**src/design/lrmt_pkg.sv**
```systemverilog
// Shared definitions for the lazy range-add / range-minimum tree.
// Holds the operation codes, the empty-range value and the command and status bundles.
// Used by lrmt_ctl, lrmt_dp and lazy_range_add_min_tree_core.
package lrmt_pkg;

	localparam logic [1:0] OP_LOAD = 2'd0;
	localparam logic [1:0] OP_ADD = 2'd1;
	localparam logic [1:0] OP_QUERY = 2'd2;

	localparam logic [31:0] TOP_VALUE = 32'h7FFF_FFFF;
	localparam logic [10:0] LENGTH_RESET = 11'd1024;

	typedef struct packed {
		logic accept;
		logic clr;
		logic rd_node;
		logic visit;
		logic ch1;
		logic ch2;
		logic next;
		logic go_right;
		logic ret_min;
		logic rf1;
		logic rf2;
		logic rf3;
		logic out_load;
	} cmd_t;

	typedef struct packed {
		logic clr_done;
		logic bad;
		logic ch_push;
		logic next_ret;
		logic empty;
		logic top_right;
		logic full;
		logic [1:0] op;
		logic out_free;
	} st_t;

endpackage

```
**src/design/lrmt_ctl.sv**
```systemverilog
// Controller state machine for the tree: clearing pass, node visits, returns and refreshes.
// Reads item_valid and the status bundle, drives item_stall and cmd. Depends on lrmt_pkg.
module lrmt_ctl (
	input  logic           clk,
	input  logic           arst_n,
	input  logic           item_valid,
	output logic           item_stall,
	input  lrmt_pkg::st_t  st,
	output lrmt_pkg::cmd_t cmd
);

	typedef enum logic [12:0] {
		S_CLEAR = 13'b0000000000001,
		S_IDLE  = 13'b0000000000010,
		S_CHK   = 13'b0000000000100,
		S_RD    = 13'b0000000001000,
		S_VISIT = 13'b0000000010000,
		S_CH1   = 13'b0000000100000,
		S_CH2   = 13'b0000001000000,
		S_NEXT  = 13'b0000010000000,
		S_RES   = 13'b0000100000000,
		S_RF1   = 13'b0001000000000,
		S_RF2   = 13'b0010000000000,
		S_RF3   = 13'b0100000000000,
		S_DONE  = 13'b1000000000000
	} state_t;

	state_t state_q, state_d;

	always_ff @(posedge clk or negedge arst_n) begin
		if (!arst_n) begin
			state_q <= S_CLEAR;
		end else begin
			state_q <= state_d;
		end
	end

	assign item_stall = (state_q != S_IDLE);

	always_comb begin
		cmd = '0;
		state_d = state_q;
		unique case (state_q)
			S_CLEAR: begin
				cmd.clr = 1'b1;
				if (st.clr_done) state_d = S_IDLE;
			end
			S_IDLE: begin
				if (item_valid) begin
					cmd.accept = 1'b1;
					state_d = S_CHK;
				end
			end
			S_CHK: begin
				state_d = st.bad ? S_DONE : S_RD;
			end
			S_RD: begin
				cmd.rd_node = 1'b1;
				state_d = S_VISIT;
			end
			S_VISIT: begin
				cmd.visit = 1'b1;
				state_d = st.ch_push ? S_CH1 : S_NEXT;
			end
			S_CH1: begin
				cmd.ch1 = 1'b1;
				state_d = S_CH2;
			end
			S_CH2: begin
				cmd.ch2 = 1'b1;
				state_d = S_NEXT;
			end
			S_NEXT: begin
				cmd.next = 1'b1;
				state_d = st.next_ret ? S_RES : S_RD;
			end
			S_RES: begin
				if (st.empty) begin
					state_d = S_DONE;
				end else if (!st.top_right && st.op != lrmt_pkg::OP_LOAD) begin
					cmd.go_right = 1'b1;
					state_d = S_RD;
				end else if (st.op == lrmt_pkg::OP_QUERY) begin
					cmd.ret_min = 1'b1;
					state_d = S_RES;
				end else begin
					state_d = S_RF1;
				end
			end
			S_RF1: begin
				cmd.rf1 = 1'b1;
				state_d = S_RF2;
			end
			S_RF2: begin
				cmd.rf2 = 1'b1;
				state_d = S_RF3;
			end
			S_RF3: begin
				cmd.rf3 = 1'b1;
				state_d = S_RES;
			end
			S_DONE: begin
				if (st.out_free) begin
					cmd.out_load = 1'b1;
					state_d = S_IDLE;
				end
			end
			default: state_d = S_CLEAR;
		endcase
	end

endmodule

```
**config.mk**
```make
export PLATFORM = sky130hd
export DESIGN_NAME = lrmt_ctl
export DESIGN_NICKNAME = d
export VERILOG_FILES = /design/src/design/lrmt_pkg.sv /design/src/design/lrmt_ctl.sv
export SDC_FILE = /design/constraint.sdc
export NUM_CORES = 1
export LEC_CHECK = 0
export BUFFER_PORTS_ARGS = -buffer_cell sky130_fd_sc_hd__buf_2
export CELL_PAD_IN_SITES_DETAIL_PLACEMENT = 2
export CELL_PAD_IN_SITES_GLOBAL_PLACEMENT = 2
export CORE_ASPECT_RATIO = 1.4
export CORE_MARGIN = 4
export CORE_UTILIZATION = 30
export CTS_BUF_LIST = sky130_fd_sc_hd__clkbuf_16
export CTS_CLUSTER_DIAMETER = 200
export CTS_CLUSTER_SIZE = 12
export DETAILED_ROUTE_END_ITERATION = 10
export PLACE_DENSITY = 0.88
export SLEW_MARGIN = 15
export SYNTH_ARGS = -nofsm -noshare
export SYNTH_HDL_FRONTEND = slang
export SYNTH_SLANG_ARGS = --single-unit
```
**constraint.sdc**
```tcl
create_clock -name clk -period 5.2 [get_ports clk]
set_input_delay 1.04 -clock clk [delete_from_list [all_inputs] [get_ports clk]]
set_output_delay 1.04 -clock clk [all_outputs]
set_load 0.05 [all_outputs]
```
==> results by group <==
GRT
  • Largest net degree at the start of global routing: 14
  • Gr usage total: 15.0%
  • Initial antenna violation count: 0
  • Grt ovf: 0
  • Vias in the first global route: 913
  • First-pass GRT wire length: 4220 um

Placement
  • GP Congestion: 0.801
  • IO buf count: 25
  • Dpl cell area: 1030 um^2
  • Post-DP HPWL: 2060 um

Route
  • Vias after detailed routing: 850
  • First-pass DRT Iterations: 3
  • WL/cell: 16.0 um
  • Vias/cell: 5.35
  • DRC violations left: 0
  • Initial DRC Count: 14
  • ANT nets after route: 0
  • Total Wirelength: 2540 um

Finish
  • Top reg by flops: state_q
  • Fillers: 340
  • Max reg flops: 13
  • Sequential cell area: 327 um^2
  • Area Overhead vs Synth: 27.7%
  • Share of cells above drive strength 1: 30.1%
  • Post-layout net count: 137
  • Commonest non-fill, non-tap cell in the layout: buf_2
  • Top flop regs: state_q: 13 flops
  • Antenna cells: 0
  • Most frequent cells in the layout: 25 x buf_2, 17 x nor2_1, 12 x dfrtp_1
  • Fin area: 1110 um^2
  • Footprint of the multi-input gates: 515 um^2

Setup path
  • Startpoint types: flip-flop
  • CP peak stage delay: 0.47 ns
  • CP arrival: 2.30 ns
  • Critical path class: flip-flop to output port
  • Critical Path RT: 4.16 ns
  • CP Max Fanout: 7
  • Setup crit end kind: output port
  • Crit path launch: state_q[12]
  • Crit path cell chain: nor3_1, nand3_1, nor4b_2, nor3b_2, buf_2
  • Reg2reg start: state_q[12]
  • Slowest CP cell: nor3_1

Clocking
  • CTS H-Tree Depth: 1
  • Clock root cell: clkbuf_16
  • Total CTS buffers: 3
  • Clock Latency Late Sink: 0.24 ns
  • Post CTS Setup Buffer Count: 0
  • Clock transition at path regs: 0.04 ns
  • Hold bufs inserted after CTS: 0
  • CTS tree: built
  • CTS resizes: 0
  • CTS sink count: 13
  • Clock buffer depth: 2

Floorplanning
  • Initial Util: 32.3%
  • Die extent in x: 53.6 um
  • DIE HEIGHT: 71.8 um
  • Core Region: 2700 um^2
  • Num ports: 27
  • Die area: 3850 um^2
  • Row cnt: 22

Synthesis
  • Ys async rst share: 100%
  • Syn. warnings: 0
  • Post-synthesis sequential area ratio: 37.4%
  • Cell Area, Synth: 872 um^2
  • Syn Area/Cell: 9.18 um^2
  • Synth cell types: 38
  • Post-synthesis cell count: 95
  • Synth Register Bits: 13
  • Post-synth EDFFs: 0
  • Ys flop type: dfrtp_1
  • Mapped Nets: 108

Power and ir drop
  • Clk pwr share: 33.3%
  • Pint: 0.268 mW
  • Register share of total power: 30.8%
  • Maximum VDD drop: 0.000176 V
  • Switching share of total power: 38.2%
  • PwrDens: 389 nW/um^2
  • Sw power: 0.166 mW
  • Cell leakage power: 0.576 nW
  • Comb power frac: 35.9%

Timing
  • Worst Skew: 0.00248 ns
  • Min Tclk post-route: 3.34 ns
  • # setup viols final: 0
  • RSZ-0062 raised after global routing: false
  • Total negative slack: 0 ns
  • Worst slew pin tran: 0.506 ns
  • Final period utilization: 64.3%
  • Fmax: 0.299 GHz
  • Slew headroom: 66.0%
  • Fin. max-slew vios: 0
  • Final hold violation count: 0

Worst hold path
  • Worst min path class: flip-flop to flip-flop
  • Worst Hold Launch: state_q[10]

Outcome
  • Status: finished clean

Flow run
  • Maxcap violations: 0
layout make-up:
| class | count | area share (%) |
|---|---|---|
| clock buffer | 3 | 6.74 |
| timing repair buffer | 25 | 11.2 |
| tap | 36 | 4.04 |
| sequential | 13 | 29.3 |
| multi-input combinational | 75 | 46.3 |
| clock inverter | 1 | 0.337 |
| inverter | 6 | 2.02 |
critical path, delay by kind of cell, from the launching register on:
kind	cells	cell delay [ns]
simple gates	4	1.32
flops	1	0.44
buf+inv	1	0.30
cells by family (layout without fill, tap and decap cells):
family,after synthesis,count (layout),synth area share [%]
flops,13,13,37.4
buf+inv,7,35,3.44
xor+xnor,3,3,3.01
simple gates,55,55,40.9
mux,2,2,2.44
compound gates,15,15,12.8
power groups by stage:
| stage | registers [mW] | logic (mW) | clock network (mW) |
|---|---|---|---|
| 2_1_floorplan | 0.124 | 0.128 | 0 |
| 3_3_place_gp | 0.134 | 0.149 | 0 |
| 3_5_place_dp | 0.135 | 0.155 | 0 |
| 4_1_cts | 0.133 | 0.158 | 0.149 |
| 5_1_grt | 0.135 | 0.172 | 0.152 |
| 6_report | 0.134 | 0.156 | 0.144 |
worst paths after layout:
| path | endpoint | slack (ns) | cells after the start |
|---|---|---|---|
| setup / recovery | cmd[5] | 1.86 | 5 |
| hold reg to reg | state_q[10] | 0.54 | 1 |
| max in group asynchronous | state_q[0] | 4.23 | 1 |
| min in group asynchronous | state_q[6] | 0.68 | 1 |
| setup reg to reg | state_q[12] | 3.21 | 5 |
| hold / removal | state_q[10] | 0.54 | 1 |
per-layer routing:
metal / vias up / global-route usage (%) / part of all wire (%)
li1: 409 / - / -
met1: 414 / 17.0 / 41
met2: 22 / 26.5 / 53
met3: 5 / 0.832 / 3.7
met4: 0 / 8.52 / 2.5
met5: - / 0 / 0
synth_stat cells (2+ instances only):
master	instances	area [um^2]
nor2_1	17	63.8
dfrtp_1	12	300
inv_1	6	22.5
nand2b_1	5	31.3
nor3b_1	5	37.5
nand3_1	4	20.0
a21oi_1	3	15.0
nand2_1	3	11.3
nor3_1	3	15.0
and2_1	2	12.5
nor4_1	2	12.5
nor4_4	2	42.5
nor4b_1	2	17.5
o211a_1	2	20.0
o21ai_0	2	10.0
or3_1	2	12.5
xor2_1	2	17.5
through the flow:
stage | cells | hold slack [ns] | setup WS, ns | utilization [%] | power [mW]
3_5_place_dp | 155 | 0.536 | 2.06 | 38.4 | 0.289
2_1_floorplan | 95 | 0.498 | 1.53 | - | 0.253
3_3_place_gp | 155 | 0.526 | 2.16 | 38.4 | 0.283
4_1_cts | 159 | 0.550 | 1.81 | 41.3 | 0.440
5_1_grt | 159 | 0.606 | 1.63 | 41.3 | 0.459
6_report | 159 | 0.545 | 1.86 | 41.3 | 0.433
(Power assumes the default switching activity.)
